$ cat config.mk
export PLATFORM = sky130hd
export DESIGN_NAME = unwind_opcode_interpreter
export DESIGN_NICKNAME = d
export VERILOG_FILES = /design/src/design/uoi_pkg.sv /design/src/design/uoi_front.sv /design/src/design/uoi_back.sv /design/src/design/unwind_opcode_interpreter.sv
export SDC_FILE = /design/constraint.sdc
export NUM_CORES = 1
export LEC_CHECK = 0
export ABC_CLOCK_PERIOD_IN_PS = 16600
export BUFFER_PORTS_ARGS = -buffer_cell sky130_fd_sc_hd__clkbuf_2
export CAP_MARGIN = 20
export CORE_ASPECT_RATIO = 2
export CORE_UTILIZATION = 40
export DETAILED_ROUTE_END_ITERATION = 6
export PLACE_DENSITY_LB_ADDON = 0.08
export SYNTH_ARGS = -nofsm -noshare
export SYNTH_HDL_FRONTEND = slang
export SYNTH_SLANG_ARGS = --single-unit
$ cat constraint.sdc
create_clock -name clk -period 16.6 [get_ports clk]
set_input_delay 0 -clock clk [delete_from_list [all_inputs] [get_ports clk]]
set_output_delay 0 -clock clk [all_outputs]
set_load 0.02 [all_outputs]
$ cat src/design/uoi_pkg.sv
// Shared types, codes and constants for the unwind opcode interpreter.
package uoi_pkg;

	// item action codes
	localparam logic [1:0] ACT_WRITE  = 2'd0;
	localparam logic [1:0] ACT_START  = 2'd1;
	localparam logic [1:0] ACT_OPCODE = 2'd2;
	localparam logic [1:0] ACT_END    = 2'd3;

	// result kinds
	localparam logic [1:0] KIND_POP  = 2'd0;
	localparam logic [1:0] KIND_DONE = 2'd1;
	localparam logic [1:0] KIND_ERR  = 2'd2;

	// error codes
	localparam logic [1:0] ERR_NONE  = 2'd0;
	localparam logic [1:0] ERR_CANT  = 2'd1;
	localparam logic [1:0] ERR_BAD   = 2'd2;
	localparam logic [1:0] ERR_NOPC  = 2'd3;

	// fixed register numbers
	localparam logic [3:0] REG_SP = 4'd13;
	localparam logic [3:0] REG_LR = 4'd14;
	localparam logic [3:0] REG_PC = 4'd15;

	// opcode encodings
	localparam logic [7:0] OP_FINISH = 8'hB0;
	localparam logic [7:0] OP_LOWPOP = 8'hB1;
	localparam logic [7:0] OP_ULEB   = 8'hB2;
	localparam logic [31:0] ULEB_BIAS = 32'h0000_0204;

	// depth of the queue between front and back
	localparam int QUEUE_DEPTH = 2;

	// opcode class, decoded from the first byte of an instruction
	typedef enum logic [3:0] {
		OPC_INC,
		OPC_DEC,
		OPC_MASK,
		OPC_LDVSP,
		OPC_POPR4,
		OPC_POPLR,
		OPC_FINISH,
		OPC_LOW,
		OPC_ULEB,
		OPC_BAD
	} uoi_opc_t;

	// one queued item with its class
	typedef struct packed {
		logic [1:0]  action;
		logic [3:0]  reg_index;
		logic [31:0] reg_value;
		logic [7:0]  opcode_byte;
		uoi_opc_t    op_class;
	} uoi_item_t;

endpackage

$ cat src/design/uoi_front.sv
// Front end: accepts items, classifies the opcode byte and queues them.
module uoi_front #(
	parameter int QueueDepth = uoi_pkg::QUEUE_DEPTH
) (
	input  logic              clk,
	input  logic              arst_n,
	input  logic              in_valid,
	output logic              in_ready,
	input  logic [1:0]        action,
	input  logic [3:0]        reg_index,
	input  logic [31:0]       reg_value,
	input  logic [7:0]        opcode_byte,
	output logic              q_valid,
	output uoi_pkg::uoi_item_t q_item,
	input  logic              q_take
);

	localparam int PW = (QueueDepth > 1) ? $clog2(QueueDepth) : 1;
	localparam int CW = $clog2(QueueDepth + 1);

	uoi_pkg::uoi_item_t queue_q [QueueDepth];
	logic [PW-1:0]      wr_ptr_q, rd_ptr_q;
	logic [CW-1:0]      count_q;
	uoi_pkg::uoi_opc_t  opc;
	uoi_pkg::uoi_item_t new_item;
	logic               push, pop;

	// classify the first byte of an instruction
	always_comb begin
		opc = uoi_pkg::OPC_BAD;
		case (opcode_byte[7:6])
			2'b00: opc = uoi_pkg::OPC_INC;
			2'b01: opc = uoi_pkg::OPC_DEC;
			default: begin
				if (opcode_byte[7:4] == 4'h8) begin
					opc = uoi_pkg::OPC_MASK;
				end else if (opcode_byte[7:4] == 4'h9) begin
					// vsp from r13 or r15 is reserved
					if (opcode_byte[3:0] == uoi_pkg::REG_SP ||
					    opcode_byte[3:0] == uoi_pkg::REG_PC) begin
						opc = uoi_pkg::OPC_BAD;
					end else begin
						opc = uoi_pkg::OPC_LDVSP;
					end
				end else if (opcode_byte[7:3] == 5'b10100) begin
					opc = uoi_pkg::OPC_POPR4;
				end else if (opcode_byte[7:3] == 5'b10101) begin
					opc = uoi_pkg::OPC_POPLR;
				end else if (opcode_byte == uoi_pkg::OP_FINISH) begin
					opc = uoi_pkg::OPC_FINISH;
				end else if (opcode_byte == uoi_pkg::OP_LOWPOP) begin
					opc = uoi_pkg::OPC_LOW;
				end else if (opcode_byte == uoi_pkg::OP_ULEB) begin
					opc = uoi_pkg::OPC_ULEB;
				end else begin
					opc = uoi_pkg::OPC_BAD;
				end
			end
		endcase
	end

	always_comb begin
		new_item.action      = action;
		new_item.reg_index   = reg_index;
		new_item.reg_value   = reg_value;
		new_item.opcode_byte = opcode_byte;
		new_item.op_class    = opc;
	end

	assign in_ready = (count_q != CW'(QueueDepth));
	assign q_valid  = (count_q != '0);
	assign q_item   = queue_q[rd_ptr_q];
	assign push     = in_valid && in_ready;
	assign pop      = q_take && q_valid;

	// queue storage
	always_ff @(posedge clk) begin
		if (push) begin
			queue_q[wr_ptr_q] <= new_item;
		end
	end

	// queue pointers and fill count
	always_ff @(posedge clk or negedge arst_n) begin
		if (!arst_n) begin
			wr_ptr_q <= '0;
			rd_ptr_q <= '0;
			count_q  <= '0;
		end else begin
			if (push) begin
				wr_ptr_q <= (wr_ptr_q == PW'(QueueDepth - 1)) ? '0 : wr_ptr_q + 1'b1;
			end
			if (pop) begin
				rd_ptr_q <= (rd_ptr_q == PW'(QueueDepth - 1)) ? '0 : rd_ptr_q + 1'b1;
			end
			if (push && !pop) begin
				count_q <= count_q + 1'b1;
			end else if (pop && !push) begin
				count_q <= count_q - 1'b1;
			end
		end
	end

endmodule

$ cat src/design/uoi_back.sv
// Back end: sequencer that executes queued items over the register file and vsp.
module uoi_back (
	input  logic               clk,
	input  logic               arst_n,
	input  logic               q_valid,
	input  uoi_pkg::uoi_item_t q_item,
	output logic               q_take,
	output logic               out_valid,
	input  logic               out_ready,
	output logic [1:0]         kind,
	output logic [3:0]         pop_reg,
	output logic [31:0]        pop_address,
	output logic [1:0]         error_code,
	output logic [31:0]        final_sp,
	output logic [31:0]        final_pc,
	output logic               last
);

	localparam logic [1:0] PH_IDLE = 2'd0;
	localparam logic [1:0] PH_RUN  = 2'd1;
	localparam logic [1:0] PH_FIN  = 2'd2;

	localparam logic [1:0] AW_NONE = 2'd0;
	localparam logic [1:0] AW_MASK = 2'd1;
	localparam logic [1:0] AW_LOW  = 2'd2;
	localparam logic [1:0] AW_ULEB = 2'd3;

	localparam logic [2:0] ULEB_LAST = 3'd4;

	typedef enum logic [7:0] {
		S_IDLE  = 8'b0000_0001,
		S_START = 8'b0000_0010,
		S_LDVSP = 8'b0000_0100,
		S_POP   = 8'b0000_1000,
		S_C15   = 8'b0001_0000,
		S_C14   = 8'b0010_0000,
		S_CW    = 8'b0100_0000,
		S_EMIT  = 8'b1000_0000
	} bk_state_t;

	bk_state_t   state_q;
	logic [1:0]  phase_q, await_q;
	logic [3:0]  pend_q;
	logic [29:0] acc_q;
	logic [2:0]  ucnt_q;
	logic [15:0] mask_q;
	logic [31:0] vsp_q, pc_q;
	logic [1:0]  err_q, rkind_q;

	logic [31:0] rf_q [16];
	logic [31:0] rf_rd_q;
	logic        rf_we;
	logic [3:0]  rf_wa, rf_ra;
	logic [31:0] rf_wd;

	logic        ovalid_q, olast_q;
	logic [1:0]  okind_q, oerr_q;
	logic [3:0]  oreg_q;
	logic [31:0] oaddr_q, osp_q, opc_q;

	uoi_pkg::uoi_item_t it;
	logic [7:0]  b;
	logic        out_free, take;
	logic [3:0]  pop_idx;
	logic [15:0] mask_rest, first_mask, low_mask, range_mask;
	logic [7:0]  range_lo;
	logic [29:0] acc_next;
	logic [31:0] pc_sel;

	logic        res_load, res_last;
	logic [1:0]  res_kind, res_err;
	logic [3:0]  res_reg;
	logic [31:0] res_addr, res_sp, res_pc;

	// place a uleb128 digit at its bit position
	function automatic logic [29:0] uleb_part(input logic [6:0] bits, input logic [2:0] cnt);
		logic [36:0] wide;
		wide = {30'd0, bits};
		case (cnt)
			3'd0: wide = wide;
			3'd1: wide = wide << 7;
			3'd2: wide = wide << 14;
			3'd3: wide = wide << 21;
			3'd4: wide = wide << 28;
			default: wide = '0;
		endcase
		return wide[29:0];
	endfunction

	assign it       = q_item;
	assign b        = q_item.opcode_byte;
	assign out_free = !ovalid_q || out_ready;
	assign take     = (state_q == S_IDLE) && q_valid;
	assign q_take   = take;

	// lowest set bit of the pop mask
	always_comb begin
		pop_idx = '0;
		for (int i = 15; i >= 0; i--) begin
			if (mask_q[i]) begin
				pop_idx = 4'(i);
			end
		end
	end
	assign mask_rest = mask_q & (mask_q - 16'd1);

	// masks for the pop instructions
	assign first_mask = {pend_q, b, 4'b0000};
	assign low_mask   = {12'd0, b[3:0]};
	assign range_lo   = 8'hFF >> (3'd7 - b[2:0]);
	assign range_mask = {4'd0, range_lo, 4'd0};
	assign acc_next   = acc_q | uleb_part(b[6:0], ucnt_q);
	assign pc_sel     = (pc_q != '0) ? pc_q : rf_rd_q;

	// register file port control
	always_comb begin
		rf_we = 1'b0;
		rf_wa = it.reg_index;
		rf_wd = it.reg_value;
		rf_ra = uoi_pkg::REG_PC;
		case (state_q)
			S_IDLE: begin
				rf_we = take && (it.action == uoi_pkg::ACT_WRITE);
				if (it.action == uoi_pkg::ACT_START) begin
					rf_ra = uoi_pkg::REG_SP;
				end else if (it.action == uoi_pkg::ACT_OPCODE &&
				             it.op_class == uoi_pkg::OPC_LDVSP) begin
					rf_ra = b[3:0];
				end
			end
			S_START: begin
				rf_we = 1'b1;
				rf_wa = uoi_pkg::REG_PC;
				rf_wd = '0;
			end
			S_C15: rf_ra = uoi_pkg::REG_LR;
			S_C14: begin
				rf_we = 1'b1;
				rf_wa = uoi_pkg::REG_SP;
				rf_wd = vsp_q;
			end
			S_CW: begin
				rf_we = 1'b1;
				rf_wa = uoi_pkg::REG_PC;
				rf_wd = pc_q;
			end
			default: rf_we = 1'b0;
		endcase
	end

	// register file memory with registered read
	always_ff @(posedge clk) begin
		if (rf_we) begin
			rf_q[rf_wa] <= rf_wd;
		end
		rf_rd_q <= rf_q[rf_ra];
	end

	// next result
	always_comb begin
		res_load = 1'b0;
		res_kind = uoi_pkg::KIND_POP;
		res_reg  = '0;
		res_addr = '0;
		res_err  = uoi_pkg::ERR_NONE;
		res_sp   = '0;
		res_pc   = '0;
		res_last = 1'b1;
		case (state_q)
			S_POP: begin
				res_load = out_free;
				res_reg  = pop_idx;
				res_addr = vsp_q;
				res_last = (mask_rest == '0);
			end
			S_EMIT: begin
				res_load = out_free;
				res_kind = rkind_q;
				if (rkind_q == uoi_pkg::KIND_DONE) begin
					res_sp = vsp_q;
					res_pc = pc_q;
				end else begin
					res_err = err_q;
				end
			end
			default: res_load = 1'b0;
		endcase
	end

	// sequencer
	always_ff @(posedge clk or negedge arst_n) begin
		if (!arst_n) begin
			state_q  <= S_IDLE;
			phase_q  <= PH_IDLE;
			await_q  <= AW_NONE;
			pend_q   <= '0;
			acc_q    <= '0;
			ucnt_q   <= '0;
			mask_q   <= '0;
			vsp_q    <= '0;
			pc_q     <= '0;
			err_q    <= uoi_pkg::ERR_NONE;
			rkind_q  <= uoi_pkg::KIND_ERR;
			ovalid_q <= 1'b0;
		end else begin
			if (res_load) begin
				ovalid_q <= 1'b1;
			end else if (out_ready) begin
				ovalid_q <= 1'b0;
			end
			case (state_q)
				S_IDLE: begin
					if (take) begin
						case (it.action)
							uoi_pkg::ACT_START: state_q <= S_START;
							uoi_pkg::ACT_OPCODE: begin
								if (phase_q == PH_RUN) begin
									case (await_q)
										AW_MASK: begin
											await_q <= AW_NONE;
											if (first_mask == '0) begin
												phase_q <= PH_FIN;
												err_q   <= uoi_pkg::ERR_CANT;
												rkind_q <= uoi_pkg::KIND_ERR;
												state_q <= S_EMIT;
											end else begin
												mask_q  <= first_mask;
												state_q <= S_POP;
											end
										end
										AW_LOW: begin
											await_q <= AW_NONE;
											if (b[7:4] != '0 || b[3:0] == '0) begin
												phase_q <= PH_FIN;
												err_q   <= uoi_pkg::ERR_BAD;
												rkind_q <= uoi_pkg::KIND_ERR;
												state_q <= S_EMIT;
											end else begin
												mask_q  <= low_mask;
												state_q <= S_POP;
											end
										end
										AW_ULEB: begin
											acc_q <= acc_next;
											if (!b[7]) begin
												await_q <= AW_NONE;
												vsp_q   <= vsp_q + uoi_pkg::ULEB_BIAS +
												           {acc_next, 2'b00};
											end else if (ucnt_q == ULEB_LAST) begin
												// too many continuation bytes
												phase_q <= PH_FIN;
												await_q <= AW_NONE;
												err_q   <= uoi_pkg::ERR_BAD;
												rkind_q <= uoi_pkg::KIND_ERR;
												state_q <= S_EMIT;
											end else begin
												ucnt_q <= ucnt_q + 3'd1;
											end
										end
										default: begin
											case (it.op_class)
												uoi_pkg::OPC_INC:
													vsp_q <= vsp_q + {24'd0, b[5:0], 2'b00} + 32'd4;
												uoi_pkg::OPC_DEC:
													vsp_q <= vsp_q - ({24'd0, b[5:0], 2'b00} + 32'd4);
												uoi_pkg::OPC_MASK: begin
													pend_q  <= b[3:0];
													await_q <= AW_MASK;
												end
												uoi_pkg::OPC_LDVSP: state_q <= S_LDVSP;
												uoi_pkg::OPC_POPR4: begin
													mask_q  <= range_mask;
													state_q <= S_POP;
												end
												uoi_pkg::OPC_POPLR: begin
													mask_q  <= range_mask | 16'h4000;
													state_q <= S_POP;
												end
												uoi_pkg::OPC_FINISH: begin
													phase_q <= PH_FIN;
													state_q <= S_C15;
												end
												uoi_pkg::OPC_LOW: begin
													pend_q  <= b[3:0];
													await_q <= AW_LOW;
												end
												uoi_pkg::OPC_ULEB: begin
													pend_q  <= b[3:0];
													await_q <= AW_ULEB;
													acc_q   <= '0;
													ucnt_q  <= '0;
												end
												default: begin
													phase_q <= PH_FIN;
													err_q   <= uoi_pkg::ERR_BAD;
													rkind_q <= uoi_pkg::KIND_ERR;
													state_q <= S_EMIT;
												end
											endcase
										end
									endcase
								end
							end
							uoi_pkg::ACT_END: begin
								if (phase_q == PH_RUN) begin
									phase_q <= PH_FIN;
									await_q <= AW_NONE;
									if (await_q != AW_NONE) begin
										// stream ends inside an instruction
										err_q   <= uoi_pkg::ERR_BAD;
										rkind_q <= uoi_pkg::KIND_ERR;
										state_q <= S_EMIT;
									end else begin
										state_q <= S_C15;
									end
								end
							end
							default: state_q <= S_IDLE;
						endcase
					end
				end
				S_START: begin
					// r13 read data is here; r15 cleared by the write port
					vsp_q   <= rf_rd_q;
					phase_q <= PH_RUN;
					await_q <= AW_NONE;
					pend_q  <= '0;
					acc_q   <= '0;
					ucnt_q  <= '0;
					state_q <= S_IDLE;
				end
				S_LDVSP: begin
					vsp_q   <= rf_rd_q;
					state_q <= S_IDLE;
				end
				S_POP: begin
					if (out_free) begin
						vsp_q  <= vsp_q + 32'd4;
						mask_q <= mask_rest;
						if (mask_rest == '0) begin
							state_q <= S_IDLE;
						end
					end
				end
				S_C15: begin
					pc_q    <= rf_rd_q;
					state_q <= S_C14;
				end
				S_C14: begin
					// r13 takes vsp here
					if (pc_sel == '0) begin
						err_q   <= uoi_pkg::ERR_NOPC;
						rkind_q <= uoi_pkg::KIND_ERR;
						state_q <= S_EMIT;
					end else begin
						pc_q    <= pc_sel;
						state_q <= S_CW;
					end
				end
				S_CW: begin
					rkind_q <= uoi_pkg::KIND_DONE;
					state_q <= S_EMIT;
				end
				S_EMIT: begin
					if (out_free) begin
						state_q <= S_IDLE;
					end
				end
				default: state_q <= S_IDLE;
			endcase
		end
	end

	// output register payload
	always_ff @(posedge clk) begin
		if (res_load) begin
			okind_q <= res_kind;
			oreg_q  <= res_reg;
			oaddr_q <= res_addr;
			oerr_q  <= res_err;
			osp_q   <= res_sp;
			opc_q   <= res_pc;
			olast_q <= res_last;
		end
	end

	assign out_valid   = ovalid_q;
	assign kind        = okind_q;
	assign pop_reg     = oreg_q;
	assign pop_address = oaddr_q;
	assign error_code  = oerr_q;
	assign final_sp    = osp_q;
	assign final_pc    = opc_q;
	assign last        = olast_q;

	// a pop sequence never starts with an empty mask
	assert property (@(posedge clk) disable iff (!arst_n)
		state_q == S_POP |-> mask_q != '0)
		else $error("pop state with empty mask");

	// done and error results only after the run has ended
	assert property (@(posedge clk) disable iff (!arst_n)
		state_q == S_EMIT |-> phase_q == PH_FIN)
		else $error("final result while run still active");

	// the final pop of a sequence is flagged last and frees the sequencer
	assert property (@(posedge clk) disable iff (!arst_n)
		state_q == S_POP && out_free && mask_rest == '0
		|=> state_q == S_IDLE && ovalid_q && olast_q)
		else $error("last pop not flagged");

	// a continuation is only pending inside a run
	assert property (@(posedge clk) disable iff (!arst_n)
		await_q != AW_NONE |-> phase_q == PH_RUN)
		else $error("continuation pending outside a run");

endmodule

$ cat src/design/unwind_opcode_interpreter.sv
// Unwind opcode interpreter: item queue front end and sequencing back end.
// Items are registered in the queue; the sequencer takes one only when idle.
// A pop result passes the pop state and the output register; a done result the C15,
// C14, CW and emit states, then the output register. A pop instruction pops one
// register per cycle while the single output register is free.
// Reset clears control state and vsp; the register file is undefined until written.
module unwind_opcode_interpreter #(
	parameter int QueueDepth = uoi_pkg::QUEUE_DEPTH
) (
	input  logic        clk,
	input  logic        arst_n,
	input  logic        in_valid,
	output logic        in_ready,
	input  logic [1:0]  action,
	input  logic [3:0]  reg_index,
	input  logic [31:0] reg_value,
	input  logic [7:0]  opcode_byte,
	output logic        out_valid,
	input  logic        out_ready,
	output logic [1:0]  kind,
	output logic [3:0]  pop_reg,
	output logic [31:0] pop_address,
	output logic [1:0]  error_code,
	output logic [31:0] final_sp,
	output logic [31:0] final_pc,
	output logic        last
);

	logic               q_valid, q_take;
	uoi_pkg::uoi_item_t q_item;

	uoi_front #(
		.QueueDepth(QueueDepth)
	) u_front (
		.clk         (clk),
		.arst_n      (arst_n),
		.in_valid    (in_valid),
		.in_ready    (in_ready),
		.action      (action),
		.reg_index   (reg_index),
		.reg_value   (reg_value),
		.opcode_byte (opcode_byte),
		.q_valid     (q_valid),
		.q_item      (q_item),
		.q_take      (q_take)
	);

	uoi_back u_back (
		.clk         (clk),
		.arst_n      (arst_n),
		.q_valid     (q_valid),
		.q_item      (q_item),
		.q_take      (q_take),
		.out_valid   (out_valid),
		.out_ready   (out_ready),
		.kind        (kind),
		.pop_reg     (pop_reg),
		.pop_address (pop_address),
		.error_code  (error_code),
		.final_sp    (final_sp),
		.final_pc    (final_pc),
		.last        (last)
	);

endmodule

==> impl_metrics.toml <==
[routing]
firstDrtPassIters = 6
routed_wl_um = 128000
ant_nets = 0
drc = 0
drt-initial-drc-count = 2115
wl_per_cell_um = 28.9
vias = 25800
viasPerCell = 5.83

[yosys]
synth-adder-area-share_pct = 3.05
synth-simple-area-share_pct = 9.67
ys_seq_elements = 887
synth_area_um2 = 39600
synth_area_leaders = "edfxtp_1 (54%), dfrtp_1 (8.6%), mux4_2 (7.3%)"
synth_fp_nets = 2950
ys_warn_count = 0
synthCells = 2807
yosys.area.top_type = "edfxtp_1"
synth_top_family_by_area = "compound AO/OA/AOI/OAI gates"
yosys.area.top_type_share_pct = 54.4
synth.area.mux_share_pct = 8.71
synth_xor_area_share_pct = 1.42
synth_compound_area_share_pct = 10.2
syn_avg_cell_area_um2 = 14.1
ys_async_sr_fraction_pct = 15.6
synth_edf_count = 717
ys_types = 87
ys.flop_type = "edfxtp_1"
seq_area_frac_synth_pct = 64.8

[timing]
slew_headroom_pct = 29.4
timing.fmax_mhz = 186
min_period_ps = 5390
worstMarginPinSlew_ps = 1060
setup_viol = 0
slew_viol_final = 0
fin_crit_sh_pct = 32.5
tns_ps = 0
finalClockSkew_ps = 31.5
layout_setup_ws_ps = 11210
final-hold-violation-count = 0
rsz0062_at_grt = "false"

[grt]
gr-total-overflow = 0
grt_pass1_vias = 26800
grtUsageTotal_pct = 25.8
grt_pass1_wl_um = 185000
antenna_found_initial = 2
grt_max_degree = 67

[worst_setup_path]
cp.depth = 16
setup.worst_path.class = "flip-flop to flip-flop"
crit_chain = "mux2i_1 > buf_4 > clkinv_1 > a21o_1 > ha_1 > ha_1 > fa_1 > a211oi_1 > o21a_1 > a2111o_1 > nand2_1 > a31oi_1 > o21ai_0 > a221o_1 > a221oi_1 > nand3_1"
path_max_fanout = 49
critPathMaxStageDelay_ps = 830
endpoint_kind = "flip-flop"
path_buf_inv = 2
required_ps = 17180
arrival_ps = 5970
r2r_cells = 16
regToRegEndpoint = "u_back.vsp_q[31]"
crit_family = "compound AO/OA/AOI/OAI gates"
worstSetupEndpoint = "u_back.vsp_q[31]"
worstSetupStartpointType = "flip-flop"
reg2reg_from = "u_front.rd_ptr_q"
path_common_cell = "ha_1"
cp_slowest_cell = "dfrtp_4"
worstSetupStartpoint = "u_front.rd_ptr_q"
reg2reg_slack_ps = 11210

[clocking]
cts_tree = "built"
cts_made_buffers = 83
cts.sinks = 887
htreeDepth = 3
cts_root_buf = "clkbuf_16"
clockBufferDepth = 3
clkTransAtPathRegs_ps = 70
insertion_delay_ps = 710
ctsResizeCount = 0

[placed_design]
hpwl_um = 85000
place_ws_ps = 11160
gp_congestion = 0.962
portBuffers = 156

[power_and_ir_drop]
total_power_mw = 7.63
p_leak_nw = 16.4
p_per_area_nw_per_um2 = 167
ir_worst_vdd_v = 0.0000867

[status]
status = "finished clean"

[worst_hold_path]
min_path_type = "input pin to flip-flop"
hold_path_depth = 2

[cells_and_area]
multi_input_area_um2 = 13300
largest_register_ff_count = 512
drive_above_1_share_pct = 18.4
nets = 3187
syn_to_final_growth_pct = 15.4
regArea_um2 = 25600
layout_common_cells = "edfxtp_1 (717), nand2_1 (241), o21ai_0 (174)"
final_common_cell = "edfxtp_1"
regMostFlops = "u_back.rf_q"
nFillCells = 8750
top_regs = "u_back.rf_q (512), u_front.queue_q (100)"

[floorplan]
placementRows = 162
die_y_um = 447
coreArea_um2 = 97700
ios = 157
initial_core_util_pct = 40.5
fp.dieW_um = 224
die_area_um2 = 100000

[flow_run]
drv_cap = 0
## cell families after synthesis
kind of cell	Yosys count
flops	887
mux	183
simple gates	763
compound gates	605
xor+xnor	64
fa+ha+maj	95
buf+inv	210
## through the flow
step | area (µm²) | utilization, % | hold slack [ps] | std cells
after detailed placement | 42300 | 43.3 | 2.77 | 4214
after global placement | 42200 | 43.2 | -4.01 | 4212
after global routing | 45700 | 46.7 | 34.2 | 4424
final | 45700 | 46.7 | 46.5 | 4425
after floorplan | 39600 | - | -296 | 2807
after CTS | 45600 | 46.7 | 0.793 | 4423
## timing repair
item	4_1_cts	5_1_grt
buffers inserted	0	0
hold buffers	56	0
hold endpoints to repair	196	0
## where the power goes
| part | switching, mW | total, mW | internal, mW |
|---|---|---|---|
| clock network | 0.880 | 2.00 | 1.12 |
| logic | 1.56 | 2.37 | 0.814 |
| registers | 0.340 | 3.26 | 2.92 |
## cell usage after synthesis (all sizes together) (55+ instances only)
cell	count
clkbuf	107
nand2	242
nor2	114
nor3	55
dfrtp	136
ha	90
a21oi	92
and2	100
nand3	97
a22oi	74
edfxtp	717
mux4	128
o21ai	178
## layout make-up
cell class | count | share of cell area, %
sequential | 887 | 56.1
multi-input combinational | 1710 | 29.1
clock buffer | 108 | 4.89
timing repair buffer | 310 | 4.62
tap | 1312 | 3.60
clock inverter | 45 | 1.24
inverter | 52 | 0.428
antenna | 1 | 0.00548
## how the worst min path moves through the flow
stage                  startpoint                    endpoint  slack, ps
global placement           arst_n           u_back.mask_q[10]         -4
finish              reg_value[25]      u_front.queue_q[0][37]         50
global route         reg_value[2]      u_front.queue_q[0][14]         30
detailed placement         arst_n           u_back.mask_q[10]          3
floorplan                  arst_n  asynchronous set/reset pin       -300
CTS                  reg_index[0]      u_front.queue_q[0][44]        0.8
## metal layers
layer	wire [µm]	global-route usage, %
met3	5200	3.39
met4	6660	12.8
met2	69800	48.3
met1	46300	28.1
met5	24	0
Power figures use the tool's default switching activity.
